<file path="src/sv/iltm_pkg.sv">
`timescale 1ns / 1ps

package iltm_pkg;

  localparam int unsigned MAX_CHARS   = 199;
  localparam int unsigned QUEUE_DEPTH = 2;

  localparam int unsigned CHAR_W  = 16;
  localparam int unsigned VALUE_W = 32;
  localparam int unsigned TOKEN_W = 7;
  localparam int unsigned POS_W   = 8;
  localparam int unsigned DIGIT_W = 4;
  // Room for magnitude * 10 + 9 with the magnitude held at or below 2^31.
  localparam int unsigned ACC_W   = 36;

  localparam logic [CHAR_W-1:0] CH_NUL   = 16'd0;
  localparam logic [CHAR_W-1:0] CH_TAB   = 16'd9;
  localparam logic [CHAR_W-1:0] CH_LF    = 16'd10;
  localparam logic [CHAR_W-1:0] CH_CR    = 16'd13;
  localparam logic [CHAR_W-1:0] CH_SPACE = 16'd32;
  localparam logic [CHAR_W-1:0] CH_PLUS  = 16'd43;
  localparam logic [CHAR_W-1:0] CH_COMMA = 16'd44;
  localparam logic [CHAR_W-1:0] CH_MINUS = 16'd45;
  localparam logic [CHAR_W-1:0] CH_ZERO  = 16'd48;
  localparam logic [CHAR_W-1:0] CH_NINE  = 16'd57;
  localparam logic [CHAR_W-1:0] CH_SEMI  = 16'd59;

  localparam logic [VALUE_W-1:0] MAG_CAP = 32'h8000_0000;
  localparam logic [VALUE_W-1:0] MAX_POS = 32'h7FFF_FFFF;

  typedef enum logic [2:0] {
    OP_NONE,
    OP_CLOSE,
    OP_BLANK,
    OP_MINUS,
    OP_PLUS,
    OP_DIGIT,
    OP_OTHER
  } op_e;

  typedef enum logic [1:0] {
    PH_LEAD,
    PH_DIGITS,
    PH_STOP
  } phase_e;

  typedef struct packed {
    op_e                op;
    logic [DIGIT_W-1:0] digit;
    logic               last;
  } cmd_t;

endpackage

</file>
<file path="src/sv/iltm_char_if.sv">
`timescale 1ns / 1ps

interface iltm_char_if;
  logic                        valid;
  logic                        ready;
  logic [iltm_pkg::CHAR_W-1:0] char_code;
  logic                        is_last;

  modport source (output valid, output char_code, output is_last, input ready);
  modport sink   (input valid, input char_code, input is_last, output ready);
endinterface

</file>
<file path="src/sv/iltm_res_if.sv">
`timescale 1ns / 1ps

interface iltm_res_if;
  logic                              valid;
  logic                              ready;
  logic                              match_found;
  logic signed [iltm_pkg::POS_W-1:0] match_position;

  modport source (output valid, output match_found, output match_position, input ready);
  modport sink   (input valid, input match_found, input match_position, output ready);
endinterface

</file>
<file path="src/sv/int_list_token_match_top.sv">
`timescale 1ns / 1ps

// Finds a search value in a list of decimal integers that arrives one 16-bit
// character per beat, and returns the 0-based position of the first matching
// token (or -1) on a single result beat after the character flagged is_last.
// Characters are taken at one per cycle while the queue has room: the front
// end classifies each character as it is accepted, a two-entry queue holds
// the classified characters, and the back end runs the multiply-by-ten
// accumulate and the token compare for one character per cycle unless a
// list end is held back. A list end loads the result register as it leaves
// the queue. A waiting result stalls only a second list end, not the next
// list's characters. The user must write search_value (search_value_we_i /
// search_value_i) only while no list is in flight; the block does not check.
module int_list_token_match_top #(
  parameter int unsigned MaxChars = iltm_pkg::MAX_CHARS
) (
  input  logic                         clk_i,
  input  logic                         rst_ni,
  input  logic                         search_value_we_i,
  input  logic [iltm_pkg::VALUE_W-1:0] search_value_i,
  iltm_char_if.sink                    chr_i,
  iltm_res_if.source                   res_o
);

  iltm_pkg::cmd_t front_cmd;
  logic           front_valid;
  logic           front_ready;
  iltm_pkg::cmd_t back_cmd;
  logic           back_valid;
  logic           back_ready;
  logic           back_pop;

  iltm_front #(
    .MaxChars (MaxChars)
  ) u_front (
    .clk_i       (clk_i),
    .rst_ni      (rst_ni),
    .chr_i       (chr_i),
    .cmd_o       (front_cmd),
    .cmd_valid_o (front_valid),
    .cmd_ready_i (front_ready)
  );

  iltm_queue #(
    .Depth (iltm_pkg::QUEUE_DEPTH)
  ) u_queue (
    .clk_i        (clk_i),
    .rst_ni       (rst_ni),
    .push_data_i  (front_cmd),
    .push_valid_i (front_valid),
    .push_ready_o (front_ready),
    .pop_data_o   (back_cmd),
    .pop_valid_o  (back_valid),
    .pop_ready_i  (back_ready)
  );

  iltm_back u_back (
    .clk_i             (clk_i),
    .rst_ni            (rst_ni),
    .search_value_we_i (search_value_we_i),
    .search_value_i    (search_value_i),
    .cmd_i             (back_cmd),
    .cmd_valid_i       (back_valid),
    .cmd_ready_o       (back_ready),
    .pop_o             (back_pop),
    .res_o             (res_o)
  );

`ifndef SYNTHESIS
  // A result beat only appears right after a list end left the queue.
  assert property (@(posedge clk_i) disable iff (!rst_ni)
    $rose(res_o.valid) |-> $past(back_pop && back_cmd.last))
    else $error("result appeared without a list end");

  assert property (@(posedge clk_i) disable iff (!rst_ni)
    (res_o.valid && !res_o.match_found) |-> (res_o.match_position == '1))
    else $error("no match but position is not -1");

  assert property (@(posedge clk_i) disable iff (!rst_ni)
    (res_o.valid && res_o.match_found) |-> !res_o.match_position[iltm_pkg::POS_W-1])
    else $error("match reported with a negative position");
`endif

endmodule

</file>
<file path="src/sv/iltm_front.sv">
`timescale 1ns / 1ps

module iltm_front #(
  parameter int unsigned MaxChars = iltm_pkg::MAX_CHARS
) (
  input  logic              clk_i,
  input  logic              rst_ni,
  iltm_char_if.sink         chr_i,
  output iltm_pkg::cmd_t    cmd_o,
  output logic              cmd_valid_o,
  input  logic              cmd_ready_i
);

  localparam int unsigned CntW = $clog2(MaxChars + 1);

  logic [CntW-1:0] taken_q, taken_d;
  logic            ended_q, ended_d;
  logic            counting;
  logic            accept;
  iltm_pkg::op_e   op;

  assign chr_i.ready = cmd_ready_i;
  assign cmd_valid_o = chr_i.valid;
  assign accept      = chr_i.valid && cmd_ready_i;
  assign counting    = !ended_q && (taken_q < CntW'(MaxChars));

  always_comb begin
    if (!counting) begin
      op = iltm_pkg::OP_NONE;
    end else if (chr_i.char_code inside {iltm_pkg::CH_NUL, iltm_pkg::CH_TAB,
                                         iltm_pkg::CH_SPACE, iltm_pkg::CH_COMMA,
                                         iltm_pkg::CH_SEMI}) begin
      op = iltm_pkg::OP_CLOSE;
    end else if (chr_i.char_code inside {[iltm_pkg::CH_LF:iltm_pkg::CH_CR]}) begin
      op = iltm_pkg::OP_BLANK;
    end else if (chr_i.char_code == iltm_pkg::CH_MINUS) begin
      op = iltm_pkg::OP_MINUS;
    end else if (chr_i.char_code == iltm_pkg::CH_PLUS) begin
      op = iltm_pkg::OP_PLUS;
    end else if (chr_i.char_code inside {[iltm_pkg::CH_ZERO:iltm_pkg::CH_NINE]}) begin
      op = iltm_pkg::OP_DIGIT;
    end else begin
      op = iltm_pkg::OP_OTHER;
    end
  end

  always_comb begin
    cmd_o.op    = op;
    cmd_o.digit = chr_i.char_code[iltm_pkg::DIGIT_W-1:0];
    cmd_o.last  = chr_i.is_last;
  end

  always_comb begin
    taken_d = taken_q;
    ended_d = ended_q;
    if (accept) begin
      if (chr_i.is_last) begin
        taken_d = '0;
        ended_d = 1'b0;
      end else if (counting) begin
        if (chr_i.char_code == iltm_pkg::CH_NUL) begin
          ended_d = 1'b1;
        end else begin
          taken_d = taken_q + CntW'(1);
        end
      end
    end
  end

  always_ff @(posedge clk_i or negedge rst_ni) begin
    if (!rst_ni) begin
      taken_q <= '0;
      ended_q <= 1'b0;
    end else begin
      taken_q <= taken_d;
      ended_q <= ended_d;
    end
  end

endmodule

</file>
<file path="src/sv/iltm_queue.sv">
`timescale 1ns / 1ps

module iltm_queue #(
  parameter int unsigned Depth = iltm_pkg::QUEUE_DEPTH
) (
  input  logic           clk_i,
  input  logic           rst_ni,
  input  iltm_pkg::cmd_t push_data_i,
  input  logic           push_valid_i,
  output logic           push_ready_o,
  output iltm_pkg::cmd_t pop_data_o,
  output logic           pop_valid_o,
  input  logic           pop_ready_i
);

  localparam int unsigned PtrW = (Depth > 1) ? $clog2(Depth) : 1;
  localparam int unsigned CntW = $clog2(Depth + 1);

  iltm_pkg::cmd_t  slots_q [Depth];
  logic [PtrW-1:0] wr_ptr_q, wr_ptr_d;
  logic [PtrW-1:0] rd_ptr_q, rd_ptr_d;
  logic [CntW-1:0] count_q, count_d;
  logic            push, pop;

  assign push_ready_o = (count_q != CntW'(Depth));
  assign pop_valid_o  = (count_q != '0);
  assign pop_data_o   = slots_q[rd_ptr_q];
  assign push         = push_valid_i && push_ready_o;
  assign pop          = pop_valid_o && pop_ready_i;

  always_comb begin
    wr_ptr_d = wr_ptr_q;
    rd_ptr_d = rd_ptr_q;
    count_d  = count_q;
    if (push) begin
      wr_ptr_d = (wr_ptr_q == PtrW'(Depth - 1)) ? '0 : wr_ptr_q + PtrW'(1);
    end
    if (pop) begin
      rd_ptr_d = (rd_ptr_q == PtrW'(Depth - 1)) ? '0 : rd_ptr_q + PtrW'(1);
    end
    if (push && !pop) begin
      count_d = count_q + CntW'(1);
    end else if (pop && !push) begin
      count_d = count_q - CntW'(1);
    end
  end

  always_ff @(posedge clk_i or negedge rst_ni) begin
    if (!rst_ni) begin
      wr_ptr_q <= '0;
      rd_ptr_q <= '0;
      count_q  <= '0;
    end else begin
      wr_ptr_q <= wr_ptr_d;
      rd_ptr_q <= rd_ptr_d;
      count_q  <= count_d;
    end
  end

  always_ff @(posedge clk_i) begin
    if (push) begin
      slots_q[wr_ptr_q] <= push_data_i;
    end
  end

endmodule

</file>
<file path="src/sv/iltm_back.sv">
`timescale 1ns / 1ps

module iltm_back (
  input  logic                          clk_i,
  input  logic                          rst_ni,
  input  logic                          search_value_we_i,
  input  logic [iltm_pkg::VALUE_W-1:0]  search_value_i,
  input  iltm_pkg::cmd_t                cmd_i,
  input  logic                          cmd_valid_i,
  output logic                          cmd_ready_o,
  output logic                          pop_o,
  iltm_res_if.source                    res_o
);

  localparam int unsigned VW = iltm_pkg::VALUE_W;
  localparam int unsigned TW = iltm_pkg::TOKEN_W;
  localparam int unsigned AW = iltm_pkg::ACC_W;

  logic [VW-1:0]     search_q;
  logic [VW-1:0]     neg_target;

  logic              inside_q, inside_d;
  iltm_pkg::phase_e  phase_q, phase_d;
  logic              neg_q, neg_d;
  logic [VW-1:0]     mag_q, mag_d;
  logic [TW-1:0]     count_q, count_d;
  logic              found_q, found_d;
  logic [TW-1:0]     index_q, index_d;

  logic              res_valid_q, res_valid_d;
  logic              res_found_q;
  logic [iltm_pkg::POS_W-1:0] res_pos_q;

  logic [AW-1:0]     acc;
  logic [VW-1:0]     mag_acc;
  logic              pop, res_load;

  // A list end may only leave the queue when the result register can take it.
  assign cmd_ready_o = !(cmd_i.last && res_valid_q && !res_o.ready);
  assign pop         = cmd_valid_i && cmd_ready_o;
  assign pop_o       = pop;
  assign res_load    = pop && cmd_i.last;
  assign neg_target  = '0 - search_q;

  assign acc     = (AW'(mag_q) << 3) + (AW'(mag_q) << 1) + AW'(cmd_i.digit);
  assign mag_acc = (acc > AW'(iltm_pkg::MAG_CAP)) ? iltm_pkg::MAG_CAP : acc[VW-1:0];

  always_comb begin
    logic             inside_m;
    logic             neg_m;
    logic [VW-1:0]    mag_m;
    iltm_pkg::phase_e phase_m;
    logic             hit;

    inside_m = inside_q;
    neg_m    = neg_q;
    mag_m    = mag_q;
    phase_m  = phase_q;

    inside_d = inside_q;
    phase_d  = phase_q;
    neg_d    = neg_q;
    mag_d    = mag_q;
    count_d  = count_q;
    found_d  = found_q;
    index_d  = index_q;
    hit      = 1'b0;

    case (cmd_i.op)
      iltm_pkg::OP_NONE, iltm_pkg::OP_CLOSE: begin
      end
      default: begin
        inside_m = 1'b1;
        case (phase_q)
          iltm_pkg::PH_LEAD: begin
            case (cmd_i.op)
              iltm_pkg::OP_BLANK: begin
              end
              iltm_pkg::OP_MINUS: begin
                phase_m = iltm_pkg::PH_DIGITS;
                neg_m   = 1'b1;
              end
              iltm_pkg::OP_PLUS: begin
                phase_m = iltm_pkg::PH_DIGITS;
              end
              iltm_pkg::OP_DIGIT: begin
                phase_m = iltm_pkg::PH_DIGITS;
                mag_m   = mag_acc;
              end
              default: begin
                phase_m = iltm_pkg::PH_STOP;
              end
            endcase
          end
          iltm_pkg::PH_DIGITS: begin
            if (cmd_i.op == iltm_pkg::OP_DIGIT) begin
              mag_m = mag_acc;
            end else begin
              phase_m = iltm_pkg::PH_STOP;
            end
          end
          default: begin
          end
        endcase
      end
    endcase

    // The saturated positive value equals the search value either directly or,
    // for a magnitude held at 2^31, when the search value is the largest int.
    if (neg_m) begin
      hit = (mag_m == neg_target);
    end else if (mag_m == iltm_pkg::MAG_CAP) begin
      hit = (search_q == iltm_pkg::MAX_POS);
    end else begin
      hit = (mag_m == search_q);
    end

    if (pop) begin
      inside_d = inside_m;
      phase_d  = phase_m;
      neg_d    = neg_m;
      mag_d    = mag_m;
      if ((cmd_i.op == iltm_pkg::OP_CLOSE || cmd_i.last) && inside_m) begin
        if (!found_q && hit) begin
          found_d = 1'b1;
          index_d = count_q;
        end
        if (count_q != '1) begin
          count_d = count_q + TW'(1);
        end
        inside_d = 1'b0;
        phase_d  = iltm_pkg::PH_LEAD;
        neg_d    = 1'b0;
        mag_d    = '0;
      end
    end
  end

  always_comb begin
    res_valid_d = res_valid_q;
    if (res_load) begin
      res_valid_d = 1'b1;
    end else if (res_o.ready) begin
      res_valid_d = 1'b0;
    end
  end

  assign res_o.valid          = res_valid_q;
  assign res_o.match_found    = res_found_q;
  assign res_o.match_position = res_pos_q;

  always_ff @(posedge clk_i or negedge rst_ni) begin
    if (!rst_ni) begin
      search_q    <= '0;
      inside_q    <= 1'b0;
      phase_q     <= iltm_pkg::PH_LEAD;
      neg_q       <= 1'b0;
      mag_q       <= '0;
      count_q     <= '0;
      found_q     <= 1'b0;
      index_q     <= '0;
      res_valid_q <= 1'b0;
    end else begin
      if (search_value_we_i) begin
        search_q <= search_value_i;
      end
      res_valid_q <= res_valid_d;
      if (res_load) begin
        inside_q <= 1'b0;
        phase_q  <= iltm_pkg::PH_LEAD;
        neg_q    <= 1'b0;
        mag_q    <= '0;
        count_q  <= '0;
        found_q  <= 1'b0;
        index_q  <= '0;
      end else begin
        inside_q <= inside_d;
        phase_q  <= phase_d;
        neg_q    <= neg_d;
        mag_q    <= mag_d;
        count_q  <= count_d;
        found_q  <= found_d;
        index_q  <= index_d;
      end
    end
  end

  always_ff @(posedge clk_i) begin
    if (res_load) begin
      res_found_q <= found_d;
      res_pos_q   <= found_d ? {1'b0, index_d} : '1;
    end
  end

endmodule

</file>
<file path="src/flat_wrapper.sv">
// flat-port wrapper written by rule: the top's interface ports become plain ports
module int_list_token_match_top_flat 
#(
  parameter int unsigned MaxChars = iltm_pkg::MAX_CHARS
)
  (clk_i, rst_ni, search_value_we_i, search_value_i, chr_i_valid, chr_i_char_code, chr_i_is_last, chr_i_ready, res_o_valid, res_o_match_found, res_o_match_position, res_o_ready);
  iltm_char_if chr_i_i ();
  iltm_res_if res_o_i ();
  input  logic clk_i;
  input  logic rst_ni;
  input  logic search_value_we_i;
  input  logic [iltm_pkg::VALUE_W-1:0] search_value_i;
  input wire logic [$bits(chr_i_i.valid)-1:0] chr_i_valid;
  input wire logic [$bits(chr_i_i.char_code)-1:0] chr_i_char_code;
  input wire logic [$bits(chr_i_i.is_last)-1:0] chr_i_is_last;
  output wire logic [$bits(chr_i_i.ready)-1:0] chr_i_ready;
  output wire logic [$bits(res_o_i.valid)-1:0] res_o_valid;
  output wire logic [$bits(res_o_i.match_found)-1:0] res_o_match_found;
  output wire logic [$bits(res_o_i.match_position)-1:0] res_o_match_position;
  input wire logic [$bits(res_o_i.ready)-1:0] res_o_ready;
  assign chr_i_i.valid = chr_i_valid;
  assign chr_i_i.char_code = chr_i_char_code;
  assign chr_i_i.is_last = chr_i_is_last;
  assign chr_i_ready = chr_i_i.ready;
  assign res_o_valid = res_o_i.valid;
  assign res_o_match_found = res_o_i.match_found;
  assign res_o_match_position = res_o_i.match_position;
  assign res_o_i.ready = res_o_ready;
  int_list_token_match_top #(.MaxChars(MaxChars)) u_core (.clk_i(clk_i), .rst_ni(rst_ni), .search_value_we_i(search_value_we_i), .search_value_i(search_value_i), .chr_i(chr_i_i), .res_o(res_o_i));
endmodule
</file>
<file path="config.mk">
export PLATFORM = sky130hd
export DESIGN_NAME = int_list_token_match_top_flat
export DESIGN_NICKNAME = d
export VERILOG_FILES = /design/src/sv/iltm_pkg.sv /design/src/sv/iltm_char_if.sv /design/src/sv/iltm_res_if.sv /design/src/sv/int_list_token_match_top.sv /design/src/sv/iltm_front.sv /design/src/sv/iltm_queue.sv /design/src/sv/iltm_back.sv /design/src/flat_wrapper.sv
export SDC_FILE = /design/constraint.sdc
export NUM_CORES = 1
export LEC_CHECK = 0
export BUFFER_PORTS_ARGS = -buffer_cell sky130_fd_sc_hd__buf_2
export CAP_MARGIN = 20
export CORE_ASPECT_RATIO = 0.6
export CORE_MARGIN = 2
export CORE_UTILIZATION = 25
export CTS_BUF_LIST = sky130_fd_sc_hd__clkbuf_2
export CTS_CLUSTER_DIAMETER = 40
export CTS_CLUSTER_SIZE = 25
export DETAILED_ROUTE_END_ITERATION = 10
export GPL_TIMING_DRIVEN = 0
export HOLD_SLACK_MARGIN = 0.02
export PLACE_DENSITY_LB_ADDON = 0.25
export SLEW_MARGIN = 20
export SYNTH_ARGS = -nofsm -noshare
export SYNTH_HDL_FRONTEND = slang
export SYNTH_SLANG_ARGS = --single-unit
export TNS_END_PERCENT = 5
</file>
<file path="constraint.sdc">
create_clock -name clk_i -period 7.3 [get_ports clk_i]
set_clock_uncertainty 0.2 [all_clocks]
set_input_delay 0 -clock clk_i [delete_from_list [all_inputs] [get_ports clk_i]]
set_output_delay 0 -clock clk_i [all_outputs]
set_load 0.05 [all_outputs]
</file>
Word level (Yosys, flattened, before mapping). Memory sizes are Yosys's and may differ from the RTL's. Cells that the tools add are included. Widths: inputs -> output; s select.

Memory bits (writable): 16. Output and inout bits: 11. Memories kept: 1. Input bits: 54. Flip-flop bits (word level): 106. Logic and storage cells: 153.

Memory list: u_core.u_queue.slots_q (depth 2, bits a word 8, read ports 1, clocked after memory_dff 0, wr ports 1, RTL line iltm_queue.sv:19) `iltm_pkg::cmd_t slots_q [Depth];`.

Eq/ne operators: 22. Reductions and logical operators: 39. $add $sub $neg: 9. Order comparisons: 6. Multiplexer cells: 59.

Operators by type and width (number): $mux 32 (7); $eq 16x6->1 const B (5); $eq 32x32->1 (2); $mux 7 (8); $add 35x33->36 (1); $add 36x4->36 (1); $gt 36x32->1 const B (1); $eq 32x31->1 const B (1); $eq 32x32->1 const B (1); $mux 8 (4); $sub 1x32->32 const A (1); $mux 1 (25); $mux 2 (9); $eq 16x4->1 const B (1); $ge 16x4->1 const B (1); $ge 16x6->1 const B (1); $le 16x4->1 const B (1); $le 16x6->1 const B (1); $logic_not 16->1 (1); $reduce_bool 2->1 (8); $logic_and 1x1->1 (12); $mux 3 (4); $reduce_and 3->1 (3); $add 8x1->8 const B (1); other kinds (23) (35).

Longest topological paths before layout.
Depth in word-level cells: 15. Mapped depth: 23. Depth with buffers taken out: 19.

By module. From an unflattened synthesis, not the netlist that was laid out.

Cells, all modules: 1369. Area, all modules: 11125.7 um2.

By module, submodules not included: iltm_back (cells an instance 1220, instances 1, area each 9489.1 um2, seq. area each 2372.3 um2); iltm_front (cells an instance 106, instances 1, area each 849.6 um2, seq. area each 225.2 um2); iltm_queue (cells an instance 43, instances 1, area each 787.0 um2, seq. area each 580.6 um2).

Least setup slack after synthesis. OpenSTA, ideal clock, no wires.

Kind: register -> register. From: register u_core.u_queue.rd_ptr_q. To: register u_core.u_back.index_q[0]. Library setup time: 79 ps. Data required time: 7021 ps. Data arrival time: 5640 ps. Stages on the path, launching flop included: 21. Path buffers: 1. Slack: 1381 ps. Cell sequence: dfrtp_1 -> buf_1 -> mux2_2 -> ha_1 -> ha_1 -> inv_1 -> fa_1 -> nor2b_4 -> o31a_1 -> o31a_1 -> or3_1 -> a221oi_1 -> o2111ai_1 -> nor4_2 -> a31oi_2 -> o31ai_2 -> xor2_1 -> a311oi_1 -> o2111ai_2 -> o32ai_4 -> mux2i_1.

Cells in the longest elaborated chain, start to end: 15. Elaborated cells between the ends (all ways): 33. Those cells by class: add/sub: 1; order compare: 1; eq/ne: 6; mux: 14; reduce/logical: 10; memory: 1.

Ends and longest elaborated chain: from (decl) (RTL line iltm_queue.sv:21) `logic [PtrW-1:0] rd_ptr_q, rd_ptr_d;`; from (signal assigned) (RTL line iltm_queue.sv:55) `rd_ptr_q <= rd_ptr_d;`; $mem_v2 2x8 *; $add 36x4->36 (RTL line iltm_back.sv:45) `assign acc = (AW'(mag_q) << 3) + (AW'(mag_q) << 1) + AW'(cmd_i.digit);`; $gt 36x32->1 (RTL line iltm_back.sv:46) `assign mag_acc = (acc > AW'(iltm_pkg::MAG_CAP)) ? iltm_pkg::MAG_CAP : acc[VW-1:0];`; $mux 32 (RTL line iltm_back.sv:46); $mux 32 (RTL line iltm_back.sv:76, iltm_back.sv:96); $mux 32; $mux 32 (RTL line iltm_back.sv:69) `case (cmd_i.op)`; $eq 32x32->1 (on tied branches) (RTL line iltm_back.sv:115, iltm_back.sv:112); $mux 1 (RTL line iltm_back.sv:112) `end else if (mag_m == iltm_pkg::MAG_CAP) begin`; $mux 1 (RTL line iltm_back.sv:110) `if (neg_m) begin`; $logic_and 1x1->1 (RTL line iltm_back.sv:124) `if (!found_q && hit) begin`; $mux 7 (RTL line iltm_back.sv:124); $mux 7 (RTL line iltm_back.sv:123) `if ((cmd_i.op == iltm_pkg::OP_CLOSE || cmd_i.last) && inside_m) begin`; $mux 7 (RTL line iltm_back.sv:118) `if (pop) begin`; $mux 7 * (RTL line iltm_back.sv:168) `if (res_load) begin`; to (signal assigned) (RTL line iltm_back.sv:183) `index_q <= index_d;`; to (decl) (RTL line iltm_back.sv:28) `logic [TW-1:0] index_q, index_d;`.

Mark *: on every way between the ends. The rest lies on a longest branch, timed or not. A chain may end at the register's enable or synchronous reset.

Final worst setup path.
From: register u_core.u_back.mag_q[2]. To: register u_core.u_back.res_pos_q, in the netlist u_core.u_back.res_o.match_position[0], data pin.

Cells in the longest elaborated chain, start to end: 14. Elaborated cells between the ends (all ways): 19. Those cells by class: add/sub: 2; order compare: 1; eq/ne: 3; mux: 12; reduce/logical: 1.

Ends and longest elaborated chain: from (decl) (RTL line iltm_back.sv:25) `logic [VW-1:0] mag_q, mag_d;`; from (signal assigned) (RTL line iltm_back.sv:180) `mag_q <= mag_d;`; $add 35x33->36 (RTL line iltm_back.sv:45); $add 36x4->36 (RTL line iltm_back.sv:45); $gt 36x32->1 (RTL line iltm_back.sv:46); $mux 32 (RTL line iltm_back.sv:46); $mux 32 (RTL line iltm_back.sv:76, iltm_back.sv:96); $mux 32; $mux 32 * (RTL line iltm_back.sv:69); $eq 32x32->1 (on tied branches) (RTL line iltm_back.sv:115, iltm_back.sv:112); $mux 1 (RTL line iltm_back.sv:112); $mux 1 * (RTL line iltm_back.sv:110); $logic_and 1x1->1 * (RTL line iltm_back.sv:124); $mux 7 or $mux 1 (tied branches) (RTL line iltm_back.sv:124); $mux 7 or $mux 1 (tied branches) (RTL line iltm_back.sv:123); $mux 7 or $mux 1 (tied branches) (RTL line iltm_back.sv:118); to (signal assigned) (RTL line iltm_back.sv:191) `res_pos_q <= found_d ? {1'b0, index_d} : '1;`; to (decl) (RTL line iltm_back.sv:32) `logic [iltm_pkg::POS_W-1:0] res_pos_q;`.

Marks and branches as above.

==> qor.yml <==
power_and_ir_drop:
  p_int_mw: 1.210
  switchingPower_mw: 0.9170
  combinationalPowerShare: 0.373
  powerDensity_nw_per_um2: 150.1
  swShare: 0.4310
  seqPwrFrac: 0.398
  peakVddDrop_mv: 0.1200
  p_clk_frac: 0.229
  p_leak_nw: 5.662
global_routing:
  grt_pass1_vias: 11210
  antenna_found_initial: 3
  overflow: 0
  grt_pass1_wl_um: 75190
  grt_usage: 0.2148
  use_met3: 0.07302
  busiest_layer: "met1"
  grt_util_met2: 0.2707
  grtUsageMet1: 0.3454
  grt_max_degree: 59
worst_setup_path:
  cpPeakStageDelay_ns: 0.67
  crit_fanout: 10
  path_class: "flip-flop to flip-flop"
  arrival_ns: 7.56
  crit_slowest_cell: "dfrtp_1"
  cp.required_ns: 7.64
  startpoint_type: "flip-flop"
  end_kind: "flip-flop"
  cp_num_buf_inv: 3
  worstPathCellList: "inv_1, fa_1, fa_1, nor2b_4, o31a_1, o31a_1, o211ai_1, a31oi_1, mux2i_1, buf_2, a211oi_4, buf_4, nor2_2, a2111oi_0, o211ai_1, a2111oi_2, nand4_1, o22ai_4, a21oi_1"
  crit_family: "compound AO/OA/AOI/OAI gates"
placed_design:
  place_area_um2: 12390
  gp_congestion: 1.002
  port_buffers: 61
  placed_cells: 2035
  hpwl_um: 40340
yosys:
  ys_warn_count: 0
  synth-main-ff-cell: "dfrtp_1"
  synth_edf_count: 25
  async_flop_share: 0.7951
  postSynthAreaPerCell_um2: 8.162
  ys_seq_elements: 122
  netlist_area_um2: 11300
  synth_cells: 1384
  synthDistinctLibCells: 96
  yosysSeqAreaShare: 0.2813
  synth_fp_nets: 1507
sta:
  relSlewSlack: 0.2148
  period_minus_slack_ns: 7.218
  worstMarginPinSlew_ns: 1.162
  fin_crit_sh: 0.9887
  max_freq_mhz: 138.5
  rsz0062_at_grt: "false"
  finalMaxSlewViolations: 0
  setup_viol: 0
  hold_viol: 0
route:
  wl_per_cell_um: 23.44
  via_count: 12700
  drt_iter0_drc: 1497
  routed_via_density: 5.744
  first_pass_iters: 6
  postRouteAntennaNets: 0
  drc: 0
  drt-total-wl_um: 51830
die:
  fp-row-count: 60
  die_w_um: 278.4
  core_area_um2: 44670
  start_util: 0.2529
  dieHeight_um: 168.7
  die-area_um2: 46960
  io_pins: 65
clock_tree:
  numClockSinks: 122
  insertion_delay_ns: 0.82
  cts_tree: "yes"
  clock_path_buffers: 2
  clk_pin_slew_ns: 0.22
  clockRootBuffer: "clkbuf_2"
  cts_inserted_buffers: 17
  htree_num_levels: 4
layout:
  multiInputGateArea_um2: 7744
  antennaDiodeCount: 0
  seqCellArea_um2: 3179
  stdcell_area_um2: 14170
  syn_to_final_growth_pct: 25.49
  fin_nets: 1732
  n_fill_cell: 4741
  drive_above_1_share: 0.1276
  finalNonFillerCells: 2211
worst_hold_path:
  hp-class: "primary input to flip-flop"
outcome:
  status: "complete, no violations"
job:
  drv_cap: 0
[cells in the final DEF (no fill, tap or decap), drive strengths merged, types with 28 or more instances in the layout]
cell type,count
nand2,172
dlygate4sd3,133
nor2,110
buf,100
o21ai,98
dfrtp,97
a21oi,85
clkbuf,68
ha,67
nand3,42
inv,41
xnor2,35
nand4,32
nor3,30
nor4,29
mux2,28
[tightest hold or removal path, cell delays in order]
cell	delay [ns]
clkbuf_1	0.20
mux2_2	0.28
dlygate4sd3_1	0.53
[repair_timing]
| action | 4_1_cts | 5_1_grt |
|---|---|---|
| buffers inserted | 0 | 13 |
| pin swaps | 0 | 5 |
| setup endpoints to repair | 17 | 17 |
| resized for setup | 5 | 12 |
| hold endpoints to repair | 178 | 0 |
| hold buffers | 134 | 0 |
[metrics by stage]
stage | hold WS, ns | setup TNS, ns | setup slack, ns | utilization | total power [mW]
after floorplan | -0.4956 | 0 | 1.381 | - | 1.267
after global placement | 0.01109 | -10.77 | -0.7092 | 0.2762 | 1.533
after detailed placement | -0.2616 | -8.093 | -0.5501 | 0.2773 | 1.539
after CTS | 0.02858 | 0 | 0.008337 | 0.3133 | 2.088
after global routing | 0.03155 | 0 | 0.002019 | 0.3173 | 2.231
final | 0.05755 | 0 | 0.08232 | 0.3173 | 2.127
[Yosys cell counts, drive strengths merged (28+ instances only)]
master	count	area [µm²]
xnor2	35	306.5
nor4	29	200.2
o21ai	98	501.7
mux2	28	315.3
a21oi	85	432.9
dfrtp	97	2427
nand2	172	645.6
nor3	30	150.1
nand4	32	200.2
clkbuf	51	191.4
nand3	42	210.2
ha	67	838.3
nor2	110	422.9
inv	39	146.4
[kinds of logic (layout without fill, tap and decap cells)]
| family | after synthesis | in the layout | share of synthesized area |
|---|---|---|---|
| simple gates | 532 | 532 | 0.2346 |
| flops | 122 | 122 | 0.2813 |
| fa+ha+maj | 69 | 69 | 0.07776 |
| buf+inv | 116 | 354 | 0.04209 |
| xor+xnor | 59 | 59 | 0.04575 |
| mux | 54 | 54 | 0.05095 |
| compound gates | 432 | 432 | 0.2675 |
[routing by layer]
metal  part of all wire  wire length (µm)
met3               0.13              6613
met1               0.50             25860
met4             0.0068               355
met5             0.0010                53
met2               0.37             18950
[path summary, 6_finish.rpt]
| kind | from | to | slack, ns | depth (start not counted) |
|---|---|---|---|---|
| worst max register to register | u_core.u_back.mag_q[2]$_DFFE_PN0P_ | u_core.u_back.res_o.match_position[0]$_SDFFCE_PN1P_ | 0.08 | 19 |
| worst min-delay path | search_value_we_i | u_core.u_back.search_q[31]$_DFFE_PN0P_ | 0.06 | 3 |
| max in group asynchronous | rst_ni | u_core.u_back.mag_q[2]$_DFFE_PN0P_ | 5.68 | 6 |
| worst min register to register | u_core.u_queue.wr_ptr_q$_DFFE_PN0P_ | u_core.u_queue.wr_ptr_q$_DFFE_PN0P_ | 0.31 | 1 |
| min in group asynchronous | rst_ni | u_core.u_back.search_q[10]$_DFFE_PN0P_ | 0.57 | 5 |
| worst max-delay path | u_core.u_back.mag_q[2]$_DFFE_PN0P_ | u_core.u_back.res_o.match_position[0]$_SDFFCE_PN1P_ | 0.08 | 19 |
[state kept, by name, summed over array words and instances, names as in the netlist]
signal,cells
u_core.u_back.count_q,7
u_core.u_back.found_q,1
u_core.u_back.index_q,7
u_core.u_back.inside_q,1
u_core.u_back.mag_q,32
u_core.u_back.neg_q,1
u_core.u_back.phase_q,2
u_core.u_back.res_o.match_found,1
u_core.u_back.res_o.match_position,8
u_core.u_back.res_o.valid,1
u_core.u_back.search_q,32
u_core.u_front.ended_q,1
u_core.u_front.taken_q,8
u_core.u_queue.count_q,2
u_core.u_queue.rd_ptr_q,1
u_core.u_queue.slots_q,16
u_core.u_queue.wr_ptr_q,1
[power by group through the flow]
stage / logic [mW] / clock network (mW) / registers (mW)
after detailed placement: 0.687 / 0 / 0.852
after CTS: 0.747 / 0.490 / 0.850
after global routing: 0.847 / 0.526 / 0.857
final: 0.793 / 0.488 / 0.846
after floorplan: 0.419 / 0 / 0.848
after global placement: 0.683 / 0 / 0.850
[final cells by class]
class	instances	share of cell area
Multi-Input combinational cell	1146	0.5463
Sequential cell	122	0.2243
Timing Repair Buffer	209	0.1275
Tap cell	589	0.05199
Buffer	73	0.02224
Inverter	40	0.01059
Clock inverter	13	0.01033
Clock buffer	19	0.006708
Note: power is estimated with default switching activity, not from simulation.
